<file path="config.mk">
export PLATFORM = sky130hd
export DESIGN_NAME = keypress_glow_table
export DESIGN_NICKNAME = d
export VERILOG_FILES = /design/src/sv/kgt_pkg.sv /design/src/sv/kgt_cell.sv /design/src/sv/kgt_ctrl.sv /design/src/sv/keypress_glow_table.sv
export SDC_FILE = /design/constraint.sdc
export NUM_CORES = 1
export LEC_CHECK = 0
export ABC_AREA = 1
export BUFFER_PORTS_ARGS = -buffer_cell sky130_fd_sc_hd__buf_4
export CAP_MARGIN = 10
export CORE_MARGIN = 1
export CORE_UTILIZATION = 50
export CTS_BUF_LIST = sky130_fd_sc_hd__clkbuf_8
export CTS_CLUSTER_SIZE = 14
export DETAILED_ROUTE_END_ITERATION = 8
export PLACE_DENSITY = 0.68
export SKIP_LAST_GASP = 1
export SLEW_MARGIN = 5
export SYNTH_ARGS = -nofsm -noshare
export SYNTH_HDL_FRONTEND = slang
export SYNTH_HIERARCHICAL = 1
export SYNTH_SLANG_ARGS = --single-unit
</file>
<file path="constraint.sdc">
create_clock -name clk -period 19.1 [get_ports clk]
set_input_delay 1.91 -clock clk [delete_from_list [all_inputs] [get_ports clk]]
set_output_delay 1.91 -clock clk [all_outputs]
set_load 0.01 [all_outputs]
</file>
<file path="src/sv/kgt_pkg.sv">
// ----------------------------------------------------------------------------
// kgt_pkg: shared types and constants for the key glow table
// Entry and item layouts, cell operations, controller states and codes.
// ----------------------------------------------------------------------------
package kgt_pkg;

  localparam int TABLE_DEPTH   = 16;
  localparam int MERGE_DIVISOR = 4;

  localparam int STEP_W  = $clog2(TABLE_DEPTH);
  localparam int CNT_W   = $clog2(TABLE_DEPTH + 1);
  localparam int LIMIT_W = 14;
  localparam int DIST_W  = 17;
  localparam int COUNT_FIELD_W = 5;

  localparam int CFG_IDX_W  = 2;
  localparam int CFG_DATA_W = 16;
  localparam logic [CFG_IDX_W-1:0] REG_RADIUS   = 2'd0;
  localparam logic [CFG_IDX_W-1:0] REG_DURATION = 2'd1;

  localparam logic [7:0]  RADIUS_RESET   = 8'd40;
  localparam logic [15:0] DURATION_RESET = 16'd1000;

  localparam logic CMD_PRESS = 1'b0;
  localparam logic CMD_TICK  = 1'b1;

  localparam logic [1:0] ACT_REFRESH = 2'd0;
  localparam logic [1:0] ACT_APPEND  = 2'd1;
  localparam logic [1:0] ACT_REPLACE = 2'd2;
  localparam logic [1:0] ACT_TICK    = 2'd3;

  typedef struct packed {
    logic        cmd;
    logic [7:0]  pos_x;
    logic [7:0]  pos_y;
    logic [31:0] now_ms;
  } in_t;

  typedef struct packed {
    logic [1:0]               action;
    logic [COUNT_FIELD_W-1:0] live_count;
    logic [COUNT_FIELD_W-1:0] expired_count;
  } out_t;

  // One table entry as it travels down the row; drop marks a hole to squeeze out.
  typedef struct packed {
    logic        drop;
    logic [7:0]  x;
    logic [7:0]  y;
    logic [31:0] t;
  } entry_t;

  typedef enum logic [1:0] {
    CELL_HOLD,
    CELL_ROTATE,
    CELL_COMPACT
  } cell_op_t;

  typedef enum logic [1:0] {
    ST_IDLE,
    ST_SCAN,
    ST_SHIFT,
    ST_COMPACT
  } state_t;

endpackage

</file>
<file path="src/sv/kgt_cell.sv">
// ----------------------------------------------------------------------------
// kgt_cell: one slot of the glow table
// Holds one entry and takes its upper neighbor's entry on rotate, or on compact when a hole lies at or below it.
// ----------------------------------------------------------------------------
module kgt_cell (
  input  logic              clk,
  input  kgt_pkg::cell_op_t op,
  input  logic              hole_in,
  input  kgt_pkg::entry_t   nxt_entry,
  output kgt_pkg::entry_t   entry,
  output logic              hole_out
);

  kgt_pkg::entry_t entry_r, entry_nxt;

  // A hole at or below this slot means this slot moves down during compaction.
  assign hole_out = hole_in | entry_r.drop;
  assign entry    = entry_r;

  always_comb begin
    entry_nxt = entry_r;
    unique case (op)
      kgt_pkg::CELL_HOLD:    entry_nxt = entry_r;
      kgt_pkg::CELL_ROTATE:  entry_nxt = nxt_entry;
      kgt_pkg::CELL_COMPACT: begin
        if (hole_out) begin
          entry_nxt = nxt_entry;
        end
      end
      default:               entry_nxt = entry_r;
    endcase
  end

  always_ff @(posedge clk) begin
    entry_r <= entry_nxt;
  end

endmodule

</file>
<file path="src/sv/kgt_ctrl.sv">
// ----------------------------------------------------------------------------
// kgt_ctrl: sequencer for the key glow table
// Examines the entry at the head of the row each cycle while scanning and feeds the tail.
// ----------------------------------------------------------------------------
module kgt_ctrl (
  input  logic              clk,
  input  logic              rst_n,
  input  logic              start,
  input  kgt_pkg::in_t      in_data,
  input  logic [7:0]        merge_radius,
  input  logic [15:0]       glow_duration,
  input  kgt_pkg::entry_t   head,
  output logic              busy,
  output kgt_pkg::cell_op_t cell_op,
  output kgt_pkg::entry_t   tail,
  output logic              out_valid,
  output kgt_pkg::out_t     out_data
);

  kgt_pkg::state_t state_r, state_nxt;
  logic [kgt_pkg::STEP_W-1:0]  step_r, step_nxt;
  logic [kgt_pkg::CNT_W-1:0]   count_r, count_nxt;
  logic [kgt_pkg::CNT_W-1:0]   wr_r, wr_nxt;
  logic                        matched_r, matched_nxt;
  kgt_pkg::in_t                item_r;
  logic [kgt_pkg::LIMIT_W-1:0] limit_r;
  logic                        out_valid_r;
  kgt_pkg::out_t               out_data_r;

  logic                        done;
  logic [1:0]                  act;
  logic [kgt_pkg::CNT_W-1:0]   expired;
  logic                        live, last, near, fresh;
  logic signed [8:0]           dx, dy;
  logic [8:0]                  dx_neg, dy_neg;
  logic [7:0]                  adx, ady;
  logic [15:0]                 sqx, sqy;
  logic [kgt_pkg::DIST_W-1:0]  dist2;
  logic [31:0]                 age;
  logic [15:0]                 radius_sq;
  kgt_pkg::entry_t             press_entry;

  assign live = {1'b0, step_r} < count_r;
  assign last = step_r == kgt_pkg::STEP_W'(kgt_pkg::TABLE_DEPTH - 1);

  assign dx     = $signed({1'b0, item_r.pos_x}) - $signed({1'b0, head.x});
  assign dy     = $signed({1'b0, item_r.pos_y}) - $signed({1'b0, head.y});
  assign dx_neg = -dx;
  assign dy_neg = -dy;
  assign adx    = dx[8] ? dx_neg[7:0] : dx[7:0];
  assign ady    = dy[8] ? dy_neg[7:0] : dy[7:0];
  assign sqx    = 16'(adx) * 16'(adx);
  assign sqy    = 16'(ady) * 16'(ady);
  assign dist2  = kgt_pkg::DIST_W'(sqx) + kgt_pkg::DIST_W'(sqy);
  assign near   = dist2 < kgt_pkg::DIST_W'(limit_r);

  // Age is a wrapping difference, so a timestamp ahead of now looks very old.
  assign age    = item_r.now_ms - head.t;
  assign fresh  = age <= {16'b0, glow_duration};

  assign radius_sq = 16'(merge_radius) * 16'(merge_radius);

  always_comb begin
    press_entry      = '0;
    press_entry.x    = item_r.pos_x;
    press_entry.y    = item_r.pos_y;
    press_entry.t    = item_r.now_ms;
  end

  always_ff @(posedge clk) begin
    if (!rst_n) begin
      state_r     <= kgt_pkg::ST_IDLE;
      step_r      <= '0;
      count_r     <= '0;
      wr_r        <= '0;
      matched_r   <= 1'b0;
      out_valid_r <= 1'b0;
    end else begin
      state_r     <= state_nxt;
      step_r      <= step_nxt;
      count_r     <= count_nxt;
      wr_r        <= wr_nxt;
      matched_r   <= matched_nxt;
      out_valid_r <= done;
    end
  end

  always_ff @(posedge clk) begin
    if (state_r == kgt_pkg::ST_IDLE && start) begin
      item_r  <= in_data;
      limit_r <= kgt_pkg::LIMIT_W'(radius_sq / kgt_pkg::MERGE_DIVISOR);
    end
    if (done) begin
      out_data_r.action        <= act;
      out_data_r.live_count    <= kgt_pkg::COUNT_FIELD_W'(count_nxt);
      out_data_r.expired_count <= kgt_pkg::COUNT_FIELD_W'(expired);
    end
  end

  always_comb begin
    state_nxt   = state_r;
    step_nxt    = step_r;
    count_nxt   = count_r;
    wr_nxt      = wr_r;
    matched_nxt = matched_r;
    cell_op     = kgt_pkg::CELL_HOLD;
    tail        = head;
    done        = 1'b0;
    act         = kgt_pkg::ACT_TICK;
    expired     = '0;
    unique case (state_r)
      kgt_pkg::ST_IDLE: begin
        if (start) begin
          state_nxt   = kgt_pkg::ST_SCAN;
          step_nxt    = '0;
          wr_nxt      = '0;
          matched_nxt = 1'b0;
        end
      end
      kgt_pkg::ST_SCAN: begin
        // The row turns once; every slot passes the head and returns to its place.
        cell_op   = kgt_pkg::CELL_ROTATE;
        step_nxt  = last ? '0 : step_r + 1'b1;
        tail.drop = 1'b0;
        if (item_r.cmd == kgt_pkg::CMD_PRESS) begin
          if (live && !matched_r && near) begin
            tail.t      = item_r.now_ms;
            matched_nxt = 1'b1;
          end else if ({1'b0, step_r} == count_r && !matched_r) begin
            // First free slot, reached only after every live entry was checked.
            tail = press_entry;
          end
          if (last) begin
            if (matched_nxt) begin
              state_nxt = kgt_pkg::ST_IDLE;
              done      = 1'b1;
              act       = kgt_pkg::ACT_REFRESH;
            end else if (count_r < kgt_pkg::CNT_W'(kgt_pkg::TABLE_DEPTH)) begin
              state_nxt = kgt_pkg::ST_IDLE;
              count_nxt = count_r + 1'b1;
              done      = 1'b1;
              act       = kgt_pkg::ACT_APPEND;
            end else begin
              state_nxt = kgt_pkg::ST_SHIFT;
            end
          end
        end else begin
          tail.drop = !(live && fresh);
          if (live && fresh) begin
            wr_nxt = wr_r + 1'b1;
          end
          if (last) begin
            state_nxt = kgt_pkg::ST_COMPACT;
          end
        end
      end
      kgt_pkg::ST_SHIFT: begin
        // Full table: one more step pushes the oldest out and the press in.
        cell_op   = kgt_pkg::CELL_ROTATE;
        tail      = press_entry;
        state_nxt = kgt_pkg::ST_IDLE;
        done      = 1'b1;
        act       = kgt_pkg::ACT_REPLACE;
      end
      kgt_pkg::ST_COMPACT: begin
        // Each cycle squeezes out the lowest marked hole.
        cell_op   = kgt_pkg::CELL_COMPACT;
        tail      = '0;
        tail.drop = 1'b1;
        step_nxt  = last ? '0 : step_r + 1'b1;
        if (last) begin
          state_nxt = kgt_pkg::ST_IDLE;
          count_nxt = wr_r;
          expired   = count_r - wr_r;
          done      = 1'b1;
          act       = kgt_pkg::ACT_TICK;
        end
      end
      default: begin
        state_nxt = kgt_pkg::ST_IDLE;
      end
    endcase
  end

  assign busy      = state_r != kgt_pkg::ST_IDLE;
  assign out_valid = out_valid_r;
  assign out_data  = out_data_r;

`ifndef ASSERT_OFF
  a_count_bound: assert property (@(posedge clk) disable iff (!rst_n)
    count_r <= kgt_pkg::CNT_W'(kgt_pkg::TABLE_DEPTH))
    else $error("table count above depth");

  a_wr_bound: assert property (@(posedge clk) disable iff (!rst_n)
    (state_r == kgt_pkg::ST_COMPACT) |-> (wr_r <= count_r))
    else $error("survivor count above table count");

  a_result_after_work: assert property (@(posedge clk) disable iff (!rst_n)
    out_valid_r |-> ($past(state_r) != kgt_pkg::ST_IDLE))
    else $error("result strobe without an item in work");

  a_start_scans: assert property (@(posedge clk) disable iff (!rst_n)
    (state_r == kgt_pkg::ST_IDLE && start) |=> (state_r == kgt_pkg::ST_SCAN && step_r == '0))
    else $error("accepted item did not begin a scan");

  a_single_strobe: assert property (@(posedge clk) disable iff (!rst_n)
    out_valid_r |=> !out_valid_r)
    else $error("result strobe longer than one cycle");
`endif

endmodule

</file>
<file path="src/sv/keypress_glow_table.sv">
// ----------------------------------------------------------------------------
// keypress_glow_table: ordered table of active key glows
// Presses refresh a nearby entry or append; ticks expire and compact entries.
// ----------------------------------------------------------------------------
// Order of work: a press is accepted, the row of 16 cells turns once, one slot
// past the head per cycle, and the registered result is strobed; when the table
// is full the oldest entry is dropped in a further shift step first. A tick turns
// the row the same way and then squeezes out expired slots in the compact state.
// A new item may be started in the cycle its predecessor's result is strobed.
// Reset (synchronous, rst_n low) empties the table and restores the registers.
module keypress_glow_table (
  input  logic                               clk,
  input  logic                               rst_n,
  input  logic                               start,
  output logic                               busy,
  input  kgt_pkg::in_t                       in_data,
  output logic                               out_valid,
  output kgt_pkg::out_t                      out_data,
  input  logic                               cfg_valid,
  output logic                               cfg_ready,
  input  logic [kgt_pkg::CFG_IDX_W-1:0]      cfg_index,
  input  logic [kgt_pkg::CFG_DATA_W-1:0]     cfg_data
);

  logic [7:0]        radius_r;
  logic [15:0]       duration_r;
  kgt_pkg::cell_op_t cell_op;
  kgt_pkg::entry_t   tail;
  kgt_pkg::entry_t   cell_q [kgt_pkg::TABLE_DEPTH];
  logic              hole   [kgt_pkg::TABLE_DEPTH+1];

  assign cfg_ready = 1'b1;

  always_ff @(posedge clk) begin
    if (!rst_n) begin
      radius_r   <= kgt_pkg::RADIUS_RESET;
      duration_r <= kgt_pkg::DURATION_RESET;
    end else if (cfg_valid && cfg_ready) begin
      // Writes to indexes beyond the register list are dropped.
      unique case (cfg_index)
        kgt_pkg::REG_RADIUS: begin
          radius_r <= cfg_data[7:0];
        end
        kgt_pkg::REG_DURATION: begin
          duration_r <= cfg_data[15:0];
        end
        default: begin
        end
      endcase
    end
  end

  assign hole[0] = 1'b0;

  for (genvar k = 0; k < kgt_pkg::TABLE_DEPTH; k++) begin : g_cell
    kgt_pkg::entry_t nxt_entry;
    if (k == kgt_pkg::TABLE_DEPTH - 1) begin : g_tail
      assign nxt_entry = tail;
    end else begin : g_mid
      assign nxt_entry = cell_q[k+1];
    end
    kgt_cell u_cell (
      .clk       (clk),
      .op        (cell_op),
      .hole_in   (hole[k]),
      .nxt_entry (nxt_entry),
      .entry     (cell_q[k]),
      .hole_out  (hole[k+1])
    );
  end

  kgt_ctrl u_ctrl (
    .clk           (clk),
    .rst_n         (rst_n),
    .start         (start),
    .in_data       (in_data),
    .merge_radius  (radius_r),
    .glow_duration (duration_r),
    .head          (cell_q[0]),
    .busy          (busy),
    .cell_op       (cell_op),
    .tail          (tail),
    .out_valid     (out_valid),
    .out_data      (out_data)
  );

endmodule
</file>
# Word level (Yosys, flattened, before mapping)
# Index checks and enable logic that the tools add are counted.
# classes
add_sub_neg	10
n_mul	3
div_mod_pow	0
magnitude_cmp	4
eq_ne	30
n_shift	0
muxes	79
n_bitwise	15
n_reduce_logical	38
# ops
operator	count
$pmux W49 S2	16
$mux W49	16
$pmux W49 S3	1
$mux W48	2
$mul A8 B8 Y16	3
$mux W5	8
$ne A2 B1 Y1 const B	20
$reduce_and A2 Y1	20
$le A32 B16 Y1	1
$mux W32	1
$sub A32 B32 Y32	1
$mux W2	11
$pmux W5 S2	2
$sub A8 B8 Y9	2
$add A16 B16 Y17	1
$lt A17 B14 Y1	1
$mux W16	1
$mux W8	2
$neg A8 Y8	2
$or A1 B1 Y1	15
$mux W1	11
$add A5 B1 Y5 const B	2
$mux W4	2
$pmux W2 S2	2
other kinds (20)	36
# word_totals
ff_bits	901
latchBits	0
mem_bits_rw	0
mem_bits_ro	0
in_bits	71
output_inout_bits	15
wordCells	259
n_memories	0

# Depth between registers and ports, before layout
# Gate-level depths: netlist of the first run.
# logic_depth
ltp_word	17
mapped_depth	48
depth_no_buf	47

# Modules after synthesis
# Netlist of the first run, hierarchy kept.
# by_module_without_submodules
module	instances	cells_each	area_each_um2	seq_area_each_um2
kgt_cell	16	57	1506.4	1471.4
kgt_ctrl	1	2068	14488.9	2612.5
keypress_glow_table	1	143	1023.5	480.5

# Worst setup path before layout of the first run
# Ideal clock, no wire load.
# synth_path
path_type	register -> register
start	register u_ctrl/item_r[32] (netlist bit)
end	register u_ctrl.out_data_r, in the netlist u_ctrl/out_data[0], enable pin
setup_time_ps	344
arrival_ps	7904
required_time_ps	18756
setup_slack_ps	10852
path_stages_with_launch	41
path_buffers	0
period_less_slack_ps	8248
cell_sequence	edfxtp_1 > inv_1 > ha_1 > inv_1 > fa_1 > a21oi_1 > o21bai_2 > a21oi_1 > o21ai_0 > xor2_1 > nand3_1 > nand2_1 > or2_2 > nand2_1 > inv_1 > nor2_1 > fa_1 > fa_1 > [... 5 more ...] > inv_1 > ha_1 > a21oi_1 > o21ai_1 > a21oi_1 > xnor2_1 > ha_1 > a21oi_1 > nor3_1 > a211oi_1 > nand2_1 > nand2_1 > nand4_4 > nand3_1 > nand4_1 > nand3_1 > nand2_1 > inv_1
# synth_between
elab_chain_len	14
# synth_rtl
item	line_no	source
start: declaration	kgt_ctrl.sv:25	kgt_pkg::in_t item_r;
start signal: assignment	kgt_ctrl.sv:90	item_r <= in_data;
$sub A8 B8 Y9 (*)	kgt_ctrl.sv:47	assign dy = $signed({1'b0, item_r.pos_y}) - $signed({1'b0, head.y});
$neg A8 Y8	kgt_ctrl.sv:49	assign dy_neg = -dy;
$mux W8 (*)	kgt_ctrl.sv:51	assign ady = dy[8] ? dy_neg[7:0] : dy[7:0];
$mul A8 B8 Y16 (*)	kgt_ctrl.sv:53	assign sqy = 16'(ady) * 16'(ady);
$add A16 B16 Y17 (*)	kgt_ctrl.sv:54	assign dist2 = kgt_pkg::DIST_W'(sqx) + kgt_pkg::DIST_W'(sqy);
$lt A17 B14 Y1 (*)	kgt_ctrl.sv:55	assign near = dist2 < kgt_pkg::DIST_W'(limit_r);
$logic_and A1 B1 Y1 (*)	kgt_ctrl.sv:126	if (live && !matched_r && near) begin
$mux W1 (*)	kgt_ctrl.sv:126	
$mux W1 (*)	kgt_ctrl.sv:125	if (item_r.cmd == kgt_pkg::CMD_PRESS) begin
$mux W1 (*)	kgt_ctrl.sv:111	unique case (state_r)
$mux W1 (*)	kgt_ctrl.sv:134	if (matched_nxt) begin
$mux W1 (*)	kgt_ctrl.sv:133	if (last) begin
$mux W1 (*)	kgt_ctrl.sv:125	
$pmux W1 S3 (*)	kgt_ctrl.sv:111	
via u_ctrl.done	kgt_ctrl.sv:30	logic done;
end: declaration	kgt_ctrl.sv:28	kgt_pkg::out_t out_data_r;
# The timed path passes the listed nets; every way through them passes the cells marked *. The select of a mux whose other input is x is not followed.
# A chain may end at the register's enable or synchronous reset.

==> results of run 1 <==
## sequential cells by signal, summed over array words and instances (netlist names)
| name | count |
|---|---|
| u_ctrl/wr_r | 5 |
| u_ctrl/matched_r | 1 |
| u_ctrl/limit_r | 14 |
| radius_r | 8 |
| u_ctrl/step_r | 4 |
| g_cell.u_cell/entry | 784 |
| duration_r | 16 |
| u_ctrl/item_r | 49 |
| u_ctrl/state_r | 2 |
| u_ctrl/out_valid | 1 |
| u_ctrl/out_data | 12 |
| u_ctrl/count_r | 5 |
## worst max-delay path by stage
stage                           start                          end  depth (start not counted)
floorplan           u_ctrl/item_r[32]           u_ctrl/out_data[0]                         40
global placement    u_ctrl/item_r[40]  g_cell[15].u_cell/entry[13]                         40
detailed placement  u_ctrl/item_r[40]  g_cell[15].u_cell/entry[28]                         39
CTS                 u_ctrl/item_r[40]   g_cell[15].u_cell/entry[2]                         39
global route        u_ctrl/item_r[40]   g_cell[15].u_cell/entry[9]                         42
finish              u_ctrl/item_r[40]  g_cell[15].u_cell/entry[12]                         39
## cell families (layout without fill, tap and decap cells)
logic type,Yosys count,in the layout
buf+inv,597,894
simple gates,994,994
fa+ha+maj,278,278
flops,901,901
mux,1,1
compound gates,281,281
xor+xnor,68,68
other cells,3,4
## per-layer routing
metal | up-vias | wire, µm
met5 | - | 0
met4 | 0 | 2430
met3 | 146 | 5880
met2 | 732 | 38500
met1 | 10944 | 36600
li1 | 10817 | -
## critical path: cells and delay by family, from the launching register on
family / cells / cell delay, ns
adders and majority gates: 10 / 4.19
AOI/OAI and AO/OA: 10 / 1.66
and+or+nand+nor: 11 / 1.42
buffers and inverters: 6 / 0.72
xor gates and xnor gates: 2 / 0.71
DFF: 1 / 0.41
## layout make-up
cell class | instances | area share, %
Tap cell | 1040 | 2.95
Timing Repair Buffer | 91 | 1.55
Clock inverter | 111 | 1.40
Sequential cell | 901 | 60.4
Clock buffer | 149 | 4.65
Multi-Input combinational cell | 1626 | 24.4
Inverter | 543 | 4.63
## cells in the final DEF (no fill, tap or decap), types with 5 or more instances in the layout
master    synthesis  final
a21o_1            8      8
a21oi_1         196    196
and2_1            5      5
buf_4             3     91
clkbuf_8          0    149
clkinv_1          2     39
clkinv_2          0     13
dfxtp_1          42     42
edfxtp_1        859    859
fa_1            105    105
ha_1            173    170
inv_1           527    568
inv_2            13     15
nand2_1         547    531
nand2_2          31     33
nand2_4           2     16
nand3_1         105    105
nand3b_1         10     10
nand4_1          17     17
nor2_1          218    218
nor2_2           24     24
nor3_1           17     17
o21ai_0          44     44
o21ai_1           6      6
o21bai_1          5      5
or2_2             5      5
xnor2_1          19     19
xor2_1           47     47
## stage by stage
step / hold WS [ns] / area, µm²
after floorplan: 0.400 / 39600
after detailed placement: 0.405 / 41400
after global placement: 0.400 / 41400
after CTS: 0.397 / 44100
after global routing: 0.405 / 44100
final: 0.405 / 44100
==> metrics.cfg, run 1 <==
[clock_network]
clkTransAtPathRegs_ns = 0.06
cts_made_buffers = 144
clock-sinks = 901
post_cts_buffers = 0
ctsHoldBuffers = 0
cts.path.max_buffers = 3
cts-root-buf = clkbuf_8
htreeDepth = 4
insertion_delay_ns = 0.80
cts_tree = yes
ctsResizeCount = 0

[final_layout]
fillers = 6285
final_cells = 4461
final_util_pct = 56.5
syn_to_final_growth_pct = 11.3
drive_gt1_share_pct = 11.3
layout.area.seq_mm2 = 0.0266
multi_input_area_mm2 = 0.0108
diodes = 0
nets = 3656

[logic_synthesis]
synth-compound-area-share_pct = 3.83
netlist_area_mm2 = 0.0396
synth_top_family_by_area = adder cells
ys_types = 54
yosysWarnings = 6
synth-xor-area-share_pct = 1.54
async_flop_share_pct = 0
synth_most_common_cell = edfxtp_1
yosys.area_share.simple_pct = 10.7
synth_fa_ha_area_share_pct = 10.8
synth-seq-area-share_pct = 67.2
synth_top_area_share_pct = 65.1
synthFlopType = edfxtp_1
synth_edf_count = 859
synth_commonest_cells = 859 x edfxtp_1, 547 x nand2_1, 527 x inv_1, 218 x nor2_1, 196 x a21oi_1
yosys.area.top_type = edfxtp_1
synth_area_per_cell_um2 = 12.7
yosys-top-cells-area = edfxtp_1 65%, ha_1 5.5%, fa_1 5.3%
synth_cells = 3123
ys_seq_elements = 901
synthMuxAreaShare_pct = 0.0284

[routing]
drc_errors = 0
via_count = 22639
wl_per_cell_um = 18.7
via_per_inst = 5.07
drtPass1Iterations = 7
ant_nets = 0
drt_wl_total_um = 83500
drt_iter0_drc = 1769

[global_route]
grt_pass1_vias = 22774
grt.busiest_layer = met2
grt-ovfl-total = 0
met2_usage_pct = 33.1
grt_pass1_wl_um = 129000
track_usage_pct = 21.2
antenna_found_initial = 2
grt_max_degree = 55
grt_use_met1_pct = 29.1
use_met3_pct = 4.45

[sta]
timing.setup.tns_ns = 0
final_period_minus_worst_setup_slack_ns = 9.44
slew_headroom_pct = 29.9
clock.fmax_mhz = 106
final_max_slew_viol_count = 0
worst_pin_slew_ns = 1.05
finalSetupViolations = 0
rsz0062_at_grt = no
setup_slack_ns = 9.66
fin_crit_sh_pct = 49.4
hold_viol = 0
fin_worst_skew_ns = 0.0360

[worst_hold_path]
holdPathStages = 0
hold_start = g_cell[7].u_cell/entry[18]
hold_class = reg -> reg
min_to = g_cell[6].u_cell/entry[18]

[critical_path]
regToRegSetupSlack_ns = 9.66
crit_path_max_fanout = 33
path_class = reg -> reg
cp-end-kind = flop
r2r-end = g_cell[15].u_cell/entry[12]
cp_slowest_stage_delay_ns = 0.58
required_ns = 19.61
startpoint_type = flop
reg2reg_from = u_ctrl/item_r[40]
cpMostUsedCell = fa_1
worstRegToRegCells = 39
slowest_stage = fa_1
critPathArrivalTime_ns = 9.95

[place]
port_buffers = 84
dpl.cell_count = 4201
dpl_worst_slack_ns = 9.67
dp_hpwl_um = 52600
gp_congestion = 0.885

[run_status]
outcome = finished, final reports clean

[die]
die_x_um = 283
ios = 86
core_area_mm2 = 0.0780
rows = 102
die_h_um = 283
die_area_mm2 = 0.0804
start_util_pct = 50.8

[flow_run]
cap_violations = 0

Power of run 1 is left out: the tool's default activity adds up to more than one toggle a clock period on the data nets, which glitch-free logic cannot reach.
==> run 2, diff against run 1 <==
==> constraint.sdc (replaced) <==
create_clock -name clk -period 9.4 [get_ports clk]
set_input_delay 0.94 -clock clk [delete_from_list [all_inputs] [get_ports clk]]
set_output_delay 0.94 -clock clk [all_outputs]
set_load 0.01 [all_outputs]
==> run 2 against run 1 <==
Net effect:
- die area is the same
- fmax increased by 6.8%
- flip-flop and latch count stayed put
- worst hold slack worse by 0.080 ns
- core utilization increased by 0.36 points
- critical endpoint is now u_ctrl/out_data[4]
- setup slack worse by 9.1 ns
==> metrics.cfg, run 2 (synthesized netlist as in run 1, its figures left out) <==
[run_status]
outcome = finished, final reports clean  ; unchanged

[die]
start_util_pct = 50.8  ; unchanged
die_h_um = 283  ; unchanged
core_area_mm2 = 0.0780  ; unchanged
rows = 102  ; unchanged
die_area_mm2 = 0.0804  ; unchanged
die_x_um = 283  ; unchanged
ios = 86  ; unchanged

[routing]
wl_per_cell_um = 18.6  ; was 18.7 µm
drc_errors = 0  ; unchanged
drt_iter0_drc = 1810  ; was 1769
via_count = 22594  ; was 22639
drt_wl_total_um = 83200  ; was 83500 µm
ant_nets = 0  ; unchanged
via_per_inst = 5.05  ; was 5.07
drtPass1Iterations = 6  ; was 7

[sta]
final_period_minus_worst_setup_slack_ns = 8.84  ; was 9.44 ns
slew_headroom_pct = 34.0  ; was 29.9%
clock.fmax_mhz = 113  ; was 106 MHz
fin_crit_sh_pct = 94.0  ; was 49.4%
worst_pin_slew_ns = 0.989  ; was 1.05 ns
final_max_slew_viol_count = 0  ; unchanged
finalSetupViolations = 0  ; unchanged
fin_hold_ws_ns = 0.325  ; was 0.405 ns
fin_worst_skew_ns = 0.0307  ; was 0.0360 ns
hold_viol = 0  ; unchanged

[critical_path]
worstRegToRegCells = 40  ; was 39
critPathArrivalTime_ns = 9.33  ; was 9.95 ns
path_class = reg -> reg  ; unchanged
cpMostUsedCell = fa_1  ; unchanged
reg2reg_from = u_ctrl/item_r[40]  ; unchanged
slowest_stage = fa_1  ; unchanged
cp_slowest_stage_delay_ns = 0.57  ; was 0.58 ns
r2r-end = u_ctrl/out_data[4]  ; was g_cell[15].u_cell/entry[12]
startpoint_type = flop  ; unchanged
crit_path_max_fanout = 7  ; was 33
cp-end-kind = flop  ; unchanged
startpoint = u_ctrl/item_r[40]  ; unchanged
regToRegSetupSlack_ns = 0.56  ; was 9.66 ns
required_ns = 9.89  ; was 19.61 ns

[place]
port_buffers = 84  ; unchanged
post_dp_cell_area_mm2 = 0.0415  ; was 0.0414 mm²
dp_hpwl_um = 53300  ; was 52600 µm
gp_congestion = 0.887  ; was 0.885

[global_route]
grt_max_degree = 50  ; was 55
grt-ovfl-total = 0  ; unchanged
antenna_found_initial = 0  ; was 2
grt_pass1_vias = 22450  ; was 22774
grt_pass1_wl_um = 129000  ; about the same
track_usage_pct = 21.2  ; about the same

[final_layout]
mostFrequentLayoutCell = edfxtp_1  ; unchanged
syn_to_final_growth_pct = 12.0  ; was 11.3%
nets = 3670  ; was 3656
largest_reg_flops = 784  ; unchanged
fin_area_mm2 = 0.0444  ; was 0.0441 mm²
drive_gt1_share_pct = 12.0  ; was 11.3%
mostFrequentLayoutCells = 859 x edfxtp_1, 570 x inv_1, 529 x nand2_1, 214 x nor2_1, 193 x a21oi_1  ; was 859 x edfxtp_1, 568 x inv_1, 531 x nand2_1, 218 x nor2_1, 196 x a21oi_1

[clock_network]
htreeDepth = 4  ; unchanged
insertion_delay_ns = 0.80  ; about the same
clock-sinks = 901  ; unchanged
clkTransAtPathRegs_ns = 0.07  ; was 0.06 ns
cts-root-buf = clkbuf_8  ; unchanged
cts.path.max_buffers = 3  ; unchanged
cts_made_buffers = 143  ; was 144
cts_tree = yes  ; unchanged
ctsHoldBuffers = 0  ; unchanged

[worst_hold_path]
hold_class = in -> reg  ; was reg -> reg
holdPathStages = 1  ; was 0
hold_start = in_data[32]  ; was g_cell[7].u_cell/entry[18]
min_to = u_ctrl/item_r[32]  ; was g_cell[6].u_cell/entry[18]

[flow_run]
cap_violations = 0  ; unchanged

-- run 2: critical path: cells and delay by family (launching register included) --
kind / cells / cell delay (ns)
flops: 1 / 0.42
simple gates: 11 / 1.28
buf+inv: 8 / 0.68
xor+xnor: 2 / 0.45
fa+ha+maj: 10 / 4.18
compound gates: 9 / 1.55
-- run 2: what timing repair did --
action | in CTS | in global routing
buffers inserted | 0 | 6
hold endpoints to repair | 0 | 0
resized for setup | 0 | 25
endpoints found under the setup margin | 0 | 61
-- run 2: cell type report --
type	count	area [µm²]
diodes	2	5.00
clock buffers	149	2050
clock inverters	105	671
fillers	6331	33600
inverters	543	2060
multi-input cells	1626	10800
flip-flops and latches	901	26600
well taps	1040	1300
repair buffers	105	805
repair inverters	1	7.51
-- run 2: stage by stage --
step	worst slack, ns	setup TNS (ns)	util [%]	std cells
after detailed placement	0.349	0	53.2	4209
after global placement	0.471	0	53.2	4209
after floorplan	1.15	0	-	3124
after global routing	-0.0180	-0.0795	56.9	4470
after CTS	0.276	0	56.7	4463
final	0.563	0	56.9	4472
-- run 2: worst max path at each step --
stage | to | slack, ns | cells after the start
6_report | u_ctrl/out_data[4] | 0.56 | 40
5_1_grt | g_cell[15].u_cell/entry[6] | -0.02 | 41
4_1_cts | u_ctrl/out_data[2] | 0.28 | 38
3_5_place_dp | u_ctrl/out_data[6] | 0.35 | 41
3_3_place_gp | u_ctrl/out_data[7] | 0.47 | 40
2_1_floorplan | u_ctrl/out_data[0] | 1.15 | 40
-- run 2: layer usage --
layer	part of all wire (%)	GRT usage, %	vias up
met2	46	32.8	626
met3	6.1	4.65	116
li1	-	-	10843
met4	1.9	6.31	0
met5	0	0	-
met1	46	30.2	11009
Power of run 2 is left out for the same reason.
